===== config.mk =====
export PLATFORM = sky130hd
export DESIGN_NAME = bounded_sorted_set
export DESIGN_NICKNAME = d
export VERILOG_FILES = /design/src/hdl/bss_pkg.sv /design/src/hdl/bounded_sorted_set.sv /design/src/hdl/bss_ctrl.sv /design/src/hdl/bss_dp.sv
export SDC_FILE = /design/constraint.sdc
export NUM_CORES = 2
export LEC_CHECK = 0
export ABC_AREA = 1
export BUFFER_PORTS_ARGS = -buffer_cell sky130_fd_sc_hd__clkbuf_2
export CAP_MARGIN = 30
export CORE_MARGIN = 5
export CORE_UTILIZATION = 35
export CTS_CLUSTER_DIAMETER = 30
export DETAILED_ROUTE_END_ITERATION = 8
export SLEW_MARGIN = 40
export SYNTH_ARGS = -nofsm -noshare
export SYNTH_HDL_FRONTEND = slang
export SYNTH_HIERARCHICAL = 1
export SYNTH_SLANG_ARGS = --single-unit

===== constraint.sdc =====
create_clock -name clk -period 5.9 [get_ports clk]
set_input_delay 1.18 -clock clk [delete_from_list [all_inputs] [get_ports clk]]
set_output_delay 1.18 -clock clk [all_outputs]
set_load 0.05 [all_outputs]

===== src/hdl/bss_pkg.sv =====
`default_nettype none
// ----------------------------------------------------------------------------
// bss_pkg: shared types and constants of the bounded sorted set
// Holds the request and response payload types, the action and status codes,
// the default build parameters, the limit settings and the controller types.
// ----------------------------------------------------------------------------
package bss_pkg;

    localparam int DEF_CAPACITY  = 16;
    localparam int DEF_KEY_BITS  = 16;
    localparam int DEF_RANK_BITS = 32;

    localparam int LIMIT_W     = 5;
    localparam int LIMIT_RESET = 16;

    typedef enum logic [2:0] {
        ACT_ADD    = 3'd0,
        ACT_DELETE = 3'd1,
        ACT_FIND   = 3'd2,
        ACT_GET    = 3'd3,
        ACT_CLEAR  = 3'd4
    } action_t;

    localparam logic [1:0] ST_OK        = 2'd0;
    localparam logic [1:0] ST_NOT_FOUND = 2'd1;
    localparam logic [1:0] ST_RANGE     = 2'd2;

    typedef struct packed {
        logic [2:0]         action;
        logic [15:0]        key;
        logic signed [31:0] rank;
        logic [3:0]         offset;
    } req_t;

    typedef struct packed {
        logic [1:0]         status;
        logic [3:0]         position;
        logic [15:0]        out_key;
        logic signed [31:0] out_rank;
        logic [4:0]         count;
    } rsp_t;

    // Commands from the controller to the datapath.
    typedef struct packed {
        logic capture;
        logic step1;
        logic step2;
        logic load;
    } cmd_t;

    // Status from the datapath to the controller.
    typedef struct packed {
        logic is_add;
    } sts_t;

endpackage
`default_nettype wire


===== src/hdl/bounded_sorted_set.sv =====
`default_nettype none
// A request is captured, runs the removal phase, the insertion phase for an add,
// and is then loaded into the response register; the controller takes no new
// request until it has loaded the response of the last one.
// A waiting response that is not taken holds the controller and so the request side.
// Reset (rst_n, asynchronous, active low) empties the list and sets the limit to 16;
// entry contents are not cleared and are never read beyond the count.
// ----------------------------------------------------------------------------
// bounded_sorted_set: bounded list of key and rank entries kept sorted by rank
// Supports add with duplicate removal and top-N replacement, delete by key,
// find by rank, get by position and clear. Every request gives one response.
// ----------------------------------------------------------------------------
module bounded_sorted_set #(
    parameter int CAPACITY  = bss_pkg::DEF_CAPACITY,
    parameter int KEY_BITS  = bss_pkg::DEF_KEY_BITS,
    parameter int RANK_BITS = bss_pkg::DEF_RANK_BITS
) (
    input  wire logic                        clk,
    input  wire logic                        rst_n,
    input  wire logic                        req_valid,
    output logic                             req_ready,
    input  wire bss_pkg::req_t               req_data,
    output logic                             rsp_valid,
    input  wire logic                        rsp_ready,
    output bss_pkg::rsp_t                    rsp_data,
    input  wire logic                        cfg_we,
    input  wire logic [bss_pkg::LIMIT_W-1:0] cfg_data
);
    import bss_pkg::*;

    // The controller and datapath talk only through these two groups.
    cmd_t cmd;
    sts_t sts;

    // The controller owns both handshakes: it takes a request only when idle,
    // runs the removal phase, the insertion phase for adds, and then parks
    // the result until the response register is free.
    bss_ctrl u_ctrl (
        .clk       (clk),
        .rst_n     (rst_n),
        .req_valid (req_valid),
        .req_ready (req_ready),
        .rsp_valid (rsp_valid),
        .rsp_ready (rsp_ready),
        .sts       (sts),
        .cmd       (cmd)
    );

    // The datapath keeps the entries in a row of cells, each with its own
    // key and rank compare.
    bss_dp #(
        .CAPACITY  (CAPACITY),
        .KEY_BITS  (KEY_BITS),
        .RANK_BITS (RANK_BITS)
    ) u_dp (
        .clk      (clk),
        .rst_n    (rst_n),
        .req_data (req_data),
        .rsp_data (rsp_data),
        .cfg_we   (cfg_we),
        .cfg_data (cfg_data),
        .cmd      (cmd),
        .sts      (sts)
    );

endmodule
`default_nettype wire


===== src/hdl/bss_ctrl.sv =====
`default_nettype none
// ----------------------------------------------------------------------------
// bss_ctrl: sequencer of the bounded sorted set
// Steps each request through its datapath phases and owns both handshakes.
// ----------------------------------------------------------------------------
module bss_ctrl (
    input  wire logic          clk,
    input  wire logic          rst_n,
    input  wire logic          req_valid,
    output logic               req_ready,
    output logic               rsp_valid,
    input  wire logic          rsp_ready,
    input  wire bss_pkg::sts_t sts,
    output bss_pkg::cmd_t      cmd
);
    import bss_pkg::*;

    typedef enum logic [3:0] {
        S_IDLE  = 4'b0001,
        S_STEP1 = 4'b0010,
        S_STEP2 = 4'b0100,
        S_DONE  = 4'b1000
    } state_t;

    state_t state_reg, state_next;
    logic   rsp_valid_reg, rsp_valid_next;

    always_comb
    begin
        state_next = state_reg;
        cmd        = '0;
        req_ready  = 1'b0;
        case (state_reg)
            S_IDLE:
            begin
                req_ready = 1'b1;
                if (req_valid)
                begin
                    cmd.capture = 1'b1;
                    state_next  = S_STEP1;
                end
            end
            S_STEP1:
            begin
                cmd.step1  = 1'b1;
                state_next = sts.is_add ? S_STEP2 : S_DONE;
            end
            S_STEP2:
            begin
                cmd.step2  = 1'b1;
                state_next = S_DONE;
            end
            S_DONE:
            begin
                // Wait until the output register is free or being emptied.
                if (!rsp_valid_reg || rsp_ready)
                begin
                    cmd.load   = 1'b1;
                    state_next = S_IDLE;
                end
            end
            default:
            begin
                state_next = S_IDLE;
            end
        endcase
    end

    always_comb
    begin
        if (cmd.load)
            rsp_valid_next = 1'b1;
        else if (rsp_ready)
            rsp_valid_next = 1'b0;
        else
            rsp_valid_next = rsp_valid_reg;
    end

    always_ff @(posedge clk or negedge rst_n)
    begin
        if (!rst_n)
        begin
            state_reg     <= S_IDLE;
            rsp_valid_reg <= 1'b0;
        end
        else
        begin
            state_reg     <= state_next;
            rsp_valid_reg <= rsp_valid_next;
        end
    end

    assign rsp_valid = rsp_valid_reg;

endmodule
`default_nettype wire


===== src/hdl/bss_dp.sv =====
`default_nettype none
// ----------------------------------------------------------------------------
// bss_dp: datapath of the bounded sorted set
// A row of entry cells with per-cell compares; removal shifts cells down,
// insertion shifts cells up, and the response register sits at the output.
// ----------------------------------------------------------------------------
module bss_dp #(
    parameter int CAPACITY  = bss_pkg::DEF_CAPACITY,
    parameter int KEY_BITS  = bss_pkg::DEF_KEY_BITS,
    parameter int RANK_BITS = bss_pkg::DEF_RANK_BITS
) (
    input  wire logic                         clk,
    input  wire logic                         rst_n,
    input  wire bss_pkg::req_t                req_data,
    output bss_pkg::rsp_t                     rsp_data,
    input  wire logic                         cfg_we,
    input  wire logic [bss_pkg::LIMIT_W-1:0]  cfg_data,
    input  wire bss_pkg::cmd_t                cmd,
    output bss_pkg::sts_t                     sts
);
    import bss_pkg::*;

    localparam int CNT_W = $clog2(CAPACITY + 1);

    // Captured request.
    logic [2:0]           op_act_reg;
    logic [KEY_BITS-1:0]  op_key_reg;
    logic [RANK_BITS-1:0] op_rank_reg;
    logic [3:0]           op_ofs_reg;

    // Entry cells.
    logic [KEY_BITS-1:0]  cell_key_reg  [CAPACITY];
    logic [RANK_BITS-1:0] cell_rank_reg [CAPACITY];
    logic [KEY_BITS-1:0]  cell_key_next [CAPACITY];
    logic [RANK_BITS-1:0] cell_rank_next[CAPACITY];

    logic [CNT_W-1:0]   count_reg, count_next;
    logic [LIMIT_W-1:0] limit_reg;

    logic [1:0]  res_status_reg, res_status_next;
    logic [3:0]  res_pos_reg, res_pos_next;
    logic [15:0] res_key_reg, res_key_next;
    logic [31:0] res_rank_reg, res_rank_next;
    rsp_t        rsp_reg;

    logic [31:0]          key_wide;
    logic [63:0]          rank_wide;
    logic [KEY_BITS-1:0]  key_in;
    logic [RANK_BITS-1:0] rank_in;

    logic [8:0] cnt9, lim9, ofs9;
    logic [CAPACITY-1:0] valid, match, pre_match, ge, gt, in_lim;
    logic any_match, any_ge, any_gt, full, accept;
    logic [3:0]  find_pos;
    logic [KEY_BITS-1:0]  sel_key;
    logic [RANK_BITS-1:0] sel_rank;
    logic [31:0] sel_key32;
    logic [63:0] sel_rank64;
    logic        ofs_ok;

    assign key_wide  = {16'b0, req_data.key};
    assign rank_wide = {32'b0, req_data.rank};
    assign key_in    = key_wide[KEY_BITS-1:0];
    assign rank_in   = rank_wide[RANK_BITS-1:0];

    assign sts.is_add = (op_act_reg == ACT_ADD);

    // Effective limit: zero acts as one, anything above the build size as the size.
    assign cnt9 = 9'(count_reg);
    assign ofs9 = {5'b0, op_ofs_reg};
    always_comb
    begin
        if (limit_reg == '0)
            lim9 = 9'd1;
        else if (9'(limit_reg) > 9'(CAPACITY))
            lim9 = 9'(CAPACITY);
        else
            lim9 = 9'(limit_reg);
    end

    // Per-cell compares. The list is sorted, so ge and gt are suffixes of the
    // valid cells.
    always_comb
    begin
        for (int i = 0; i < CAPACITY; i++)
        begin
            valid[i]  = (9'(i) < cnt9);
            in_lim[i] = (9'(i) < lim9);
            match[i]  = valid[i] && (cell_key_reg[i] == op_key_reg);
            ge[i]     = valid[i] && ($signed(op_rank_reg) <= $signed(cell_rank_reg[i]));
            gt[i]     = valid[i] && ($signed(op_rank_reg) < $signed(cell_rank_reg[i]));
        end
    end

    always_comb
    begin
        pre_match[0] = match[0];
        for (int i = 1; i < CAPACITY; i++)
            pre_match[i] = pre_match[i-1] | match[i];
    end

    assign any_match = |match;
    assign any_ge    = |ge;
    assign any_gt    = |gt;
    assign full      = (cnt9 >= lim9);
    assign accept    = !full || (|(gt & in_lim));

    // Position of the first cell whose rank is at least the request rank.
    always_comb
    begin
        find_pos = '0;
        for (int i = 0; i < CAPACITY; i++)
        begin
            if (ge[i] && (i == 0 || !ge[(i == 0) ? 0 : i-1]))
                find_pos = find_pos | 4'(i);
        end
    end

    // Read port for the get action.
    always_comb
    begin
        sel_key  = '0;
        sel_rank = '0;
        for (int i = 0; i < CAPACITY; i++)
        begin
            if (ofs9 == 9'(i))
            begin
                sel_key  = cell_key_reg[i];
                sel_rank = cell_rank_reg[i];
            end
        end
    end
    assign sel_key32  = 32'(sel_key);
    assign sel_rank64 = 64'($signed(sel_rank));
    assign ofs_ok     = (ofs9 < cnt9) && (ofs9 < 9'(CAPACITY));

    // Cell and count updates.
    always_comb
    begin
        count_next = count_reg;
        for (int i = 0; i < CAPACITY; i++)
        begin
            cell_key_next[i]  = cell_key_reg[i];
            cell_rank_next[i] = cell_rank_reg[i];
        end
        if (cmd.step1)
        begin
            if ((op_act_reg == ACT_ADD || op_act_reg == ACT_DELETE) && any_match)
            begin
                for (int i = 0; i < CAPACITY - 1; i++)
                begin
                    if (pre_match[i])
                    begin
                        cell_key_next[i]  = cell_key_reg[i+1];
                        cell_rank_next[i] = cell_rank_reg[i+1];
                    end
                end
                count_next = count_reg - 1'b1;
            end
            else if (op_act_reg == ACT_CLEAR)
            begin
                count_next = '0;
            end
        end
        else if (cmd.step2)
        begin
            if (accept)
            begin
                for (int i = 0; i < CAPACITY; i++)
                begin
                    if (i > 0 && gt[(i == 0) ? 0 : i-1])
                    begin
                        cell_key_next[i]  = cell_key_reg[(i == 0) ? 0 : i-1];
                        cell_rank_next[i] = cell_rank_reg[(i == 0) ? 0 : i-1];
                    end
                    else if ((gt[i] && (i == 0 || !gt[(i == 0) ? 0 : i-1]))
                             || (!any_gt && 9'(i) == cnt9))
                    begin
                        cell_key_next[i]  = op_key_reg;
                        cell_rank_next[i] = op_rank_reg;
                    end
                end
            end
            // A full list ends at the limit whether the entry went in or not.
            if (full)
                count_next = CNT_W'(lim9);
            else
                count_next = count_reg + 1'b1;
        end
    end

    // Result fields of the first phase.
    always_comb
    begin
        res_status_next = res_status_reg;
        res_pos_next    = res_pos_reg;
        res_key_next    = res_key_reg;
        res_rank_next   = res_rank_reg;
        if (cmd.step1)
        begin
            res_status_next = ST_OK;
            res_pos_next    = '0;
            res_key_next    = '0;
            res_rank_next   = '0;
            case (op_act_reg)
                ACT_DELETE:
                begin
                    if (!any_match)
                        res_status_next = ST_NOT_FOUND;
                end
                ACT_FIND:
                begin
                    if (any_ge)
                        res_pos_next = find_pos;
                    else
                        res_status_next = ST_NOT_FOUND;
                end
                ACT_GET:
                begin
                    if (ofs_ok)
                    begin
                        res_key_next  = sel_key32[15:0];
                        res_rank_next = sel_rank64[31:0];
                    end
                    else
                    begin
                        res_status_next = ST_RANGE;
                    end
                end
                default:
                begin
                    res_status_next = ST_OK;
                end
            endcase
        end
    end

    always_ff @(posedge clk or negedge rst_n)
    begin
        if (!rst_n)
        begin
            count_reg <= '0;
            limit_reg <= LIMIT_W'(LIMIT_RESET);
        end
        else
        begin
            count_reg <= count_next;
            if (cfg_we)
                limit_reg <= cfg_data;
        end
    end

    always_ff @(posedge clk)
    begin
        if (cmd.capture)
        begin
            op_act_reg  <= req_data.action;
            op_key_reg  <= key_in;
            op_rank_reg <= rank_in;
            op_ofs_reg  <= req_data.offset;
        end
        for (int i = 0; i < CAPACITY; i++)
        begin
            cell_key_reg[i]  <= cell_key_next[i];
            cell_rank_reg[i] <= cell_rank_next[i];
        end
        res_status_reg <= res_status_next;
        res_pos_reg    <= res_pos_next;
        res_key_reg    <= res_key_next;
        res_rank_reg   <= res_rank_next;
        if (cmd.load)
        begin
            rsp_reg.status   <= res_status_reg;
            rsp_reg.position <= res_pos_reg;
            rsp_reg.out_key  <= res_key_reg;
            rsp_reg.out_rank <= res_rank_reg;
            rsp_reg.count    <= 5'(count_reg);
        end
    end

    assign rsp_data = rsp_reg;

endmodule
`default_nettype wire

==> out/qor.yml <==
setup_slack_ns: 0.912
required_ns: 6.43
final_nets: 10600
leakage_nw: 39.1
fin_worst_skew_ns: 0.0688
crit_type: "reg2reg"
critPathTopFamily: "simple AND/OR/NAND/NOR gates"
reg2reg_depth: 20
synth_common_cells: "nand2_1 (2,696), nor2_1 (1,029), edfxtp_1 (936)"
start_util_pct: 35.1
drt_iter0_drc: 9759
p_sw_mw: 17.2
ios: 126
syn-num-nets: 10600
largest_register_ffs: 512
synthArstFlopShare_pct: 1.58
intPower_mw: 24.0
max_freq_ghz: 0.200
grt_max_degree: 187
drc: 0
max_stage_delay_ns: 0.81
port_buffers: 125
drv_cap: 0
seqPwrFrac_pct: 23.7
rows: 169
grt_pass1_wl_um: 443000
synth_top_area_share_pct: 37.8
gr-total-overflow: 0
stdcell_count: 13100
clk_pin_slew_ns: 0.04
grtUsageTotal_pct: 25.9
gp_congestion: 0.950
worstMarginPinSlew_ns: 0.954
viasPerCell: 5.64
crit_fanout: 34
fin_crit_sh_pct: 84.5
cts_resized: 0
rsz0062_at_grt: "no"
dr_total_vias: 73800
path_depth: 20
synth_flop_cell: "edfxtp_1"
fin_util_pct: 41.4
slew_viol_final: 0
synth_edf_count: 936
switching_share_pct: 41.8
status: "finished clean"
coreArea_um2: 212000
clock-sinks: 951
synth_area_leaders: "edfxtp_1 (38%), nand2_1 (14%), ha_1 (8.8%), nand3_1 (6.1%), nor2_1 (5.2%)"
max-clock-path-buffers: 4
clockRootBuffer: "clkbuf_16"
timing.hold.ws_ns: 0.248
setup_violations: 0
numCtsBuffers: 294
antenna_left: 0
syn_inst: 10000
setup_tns_ns: 0
synth_cell_type_count: 55
grt_pass1_vias: 67700
die_area_um2: 222000
worst_ep_arrival_time_ns: 5.52
period_minus_slack_ns: 4.99
min_path_type: "in2async"
hold_violations: 0
drive_gt1_share_pct: 8.86
wl_per_cell_um: 23.0
drtPass1Iterations: 6
ys_seq_area_share_pct: 38.4
p_clk_share_pct: 36.5
post_cts.repair.setup_buffers: 0
path_cells: "buf_4 > ha_1 > nand2_1 > nor4_1 > buf_4 > nand2_1 > nand2_1 > nand2_1 > nand2_1 > nand2_1 > nand3_4 > nand2_1 > nor2_1 > nand2_1 > nor2_4 > nand2_1 > nand2_1 > nand2_1 > nor2_4 > buf_4"
synth.most_common_cell: "nand2_1"
syn_area_per_cell_um2: 7.40
postCtsHoldBufs: 0
ys_ff_latch: 951
start_kind: "flip-flop"
maxSlewHeadroom_pct: 36.4
antenna_found_initial: 8
cts_tree: "built"
syn-cell-area_um2: 74300
routed_wl_um: 301000
yosysWarningCount: 6
yosysTopAreaCell: "edfxtp_1"
crit_top_cell: "nand2_1"
clk_latency_ns: 0.93
die_w_um: 471
p_per_area_nw_per_um2: 470
cts.htree.levels: 5
dp_hpwl_um: 217000
area_growth_pct: 17.9
crit_path_top_delay_cell: "edfxtp_1"
end_kind: "flip-flop"
peakVddDrop_mv: 0.322
cp.buffers_inverters: 3
placed_cells: 12600
fp.dieH_um: 471
dp_slack_ns: 0.953
p_comb_share_pct: 39.8
## placed cells by master, fill, tap and decap left out, types with 31 or more instances in the layout
cell	count
nor2_1	998
xnor2_1	54
xor2_1	114
nor4_1	41
inv_2	31
a211oi_1	365
inv_1	898
nor3_1	126
edfxtp_1	936
clkinv_2	39
clkinv_1	56
nand3_1	903
clkbuf_1	49
nand4_1	179
clkbuf_2	125
buf_12	36
ha_1	525
buf_4	186
o21ai_0	494
nor2_4	32
clkbuf_16	299
nand2_1	2694
a21oi_1	703
o21a_1	34
o22ai_1	38
## logic make-up (layout without fill, tap and decap cells)
kind of cell | count (synthesis) | after routing | share of synthesized area, %
multiplexers | 2 | 2 | 0.0270
other | 0 | 2 | 0
AO/OA/AOI/OAI | 1722 | 1722 | 13.3
buffers and inverters | 1595 | 1826 | 8.94
XOR/XNOR | 168 | 168 | 1.98
AND/OR/NAND/NOR | 5075 | 5075 | 28.6
adder cells (fa/ha/maj) | 525 | 525 | 8.84
flip-flops | 951 | 951 | 38.4
## worst paths after layout
kind                                 startpoint                        to  slack (ns)
max                        u_dp/op_rank_reg[14]  u_dp/cell_key_reg[0][45]        0.91
min                                       rst_n       u_ctrl/state_reg[1]        0.25
max reg2reg                u_dp/op_rank_reg[14]  u_dp/cell_key_reg[0][45]        0.91
min reg2reg                 u_dp/res_key_reg[7]         u_dp/rsp_data[44]        0.39
max in group asynchronous                 rst_n         u_dp/limit_reg[1]        5.20
min in group clk            u_dp/res_key_reg[7]         u_dp/rsp_data[44]        0.39
## area by class of cell
type                       count  area (um^2)
antenna                        2         5.00
multi-input combinational   7492        39500
tap                         2821         3530
timing repair buffer         376         3170
fill                       21300       124000
inverter                     943         3560
sequential                   951        28500
clock buffer                 355         7760
clock inverter               152         1560
## power groups by stage
stage	sequential (mW)	combinational, mW	clock (mW)
floorplan	9.59	10.6	0
global placement	9.89	15.5	0
detailed placement	9.85	15.8	0
CTS	9.75	15.9	15.2
global route	9.82	17.8	15.6
finish	9.76	16.4	15.0
## per-stage QoR
stage / cell area [um^2] / power, mW
floorplan: 74300 / 20.2
global placement: 77800 / 25.4
detailed placement: 78100 / 25.7
CTS: 87400 / 40.8
global route: 87500 / 43.2
finish: 87500 / 41.1
## routing by layer
layer  GRT usage [%]  share of wire, %
met5               0            0.0073
met4            9.89               3.8
met3            4.84                11
met2            37.9                42
met1            37.8                43
Note: power is estimated with default switching activity, not from simulation.
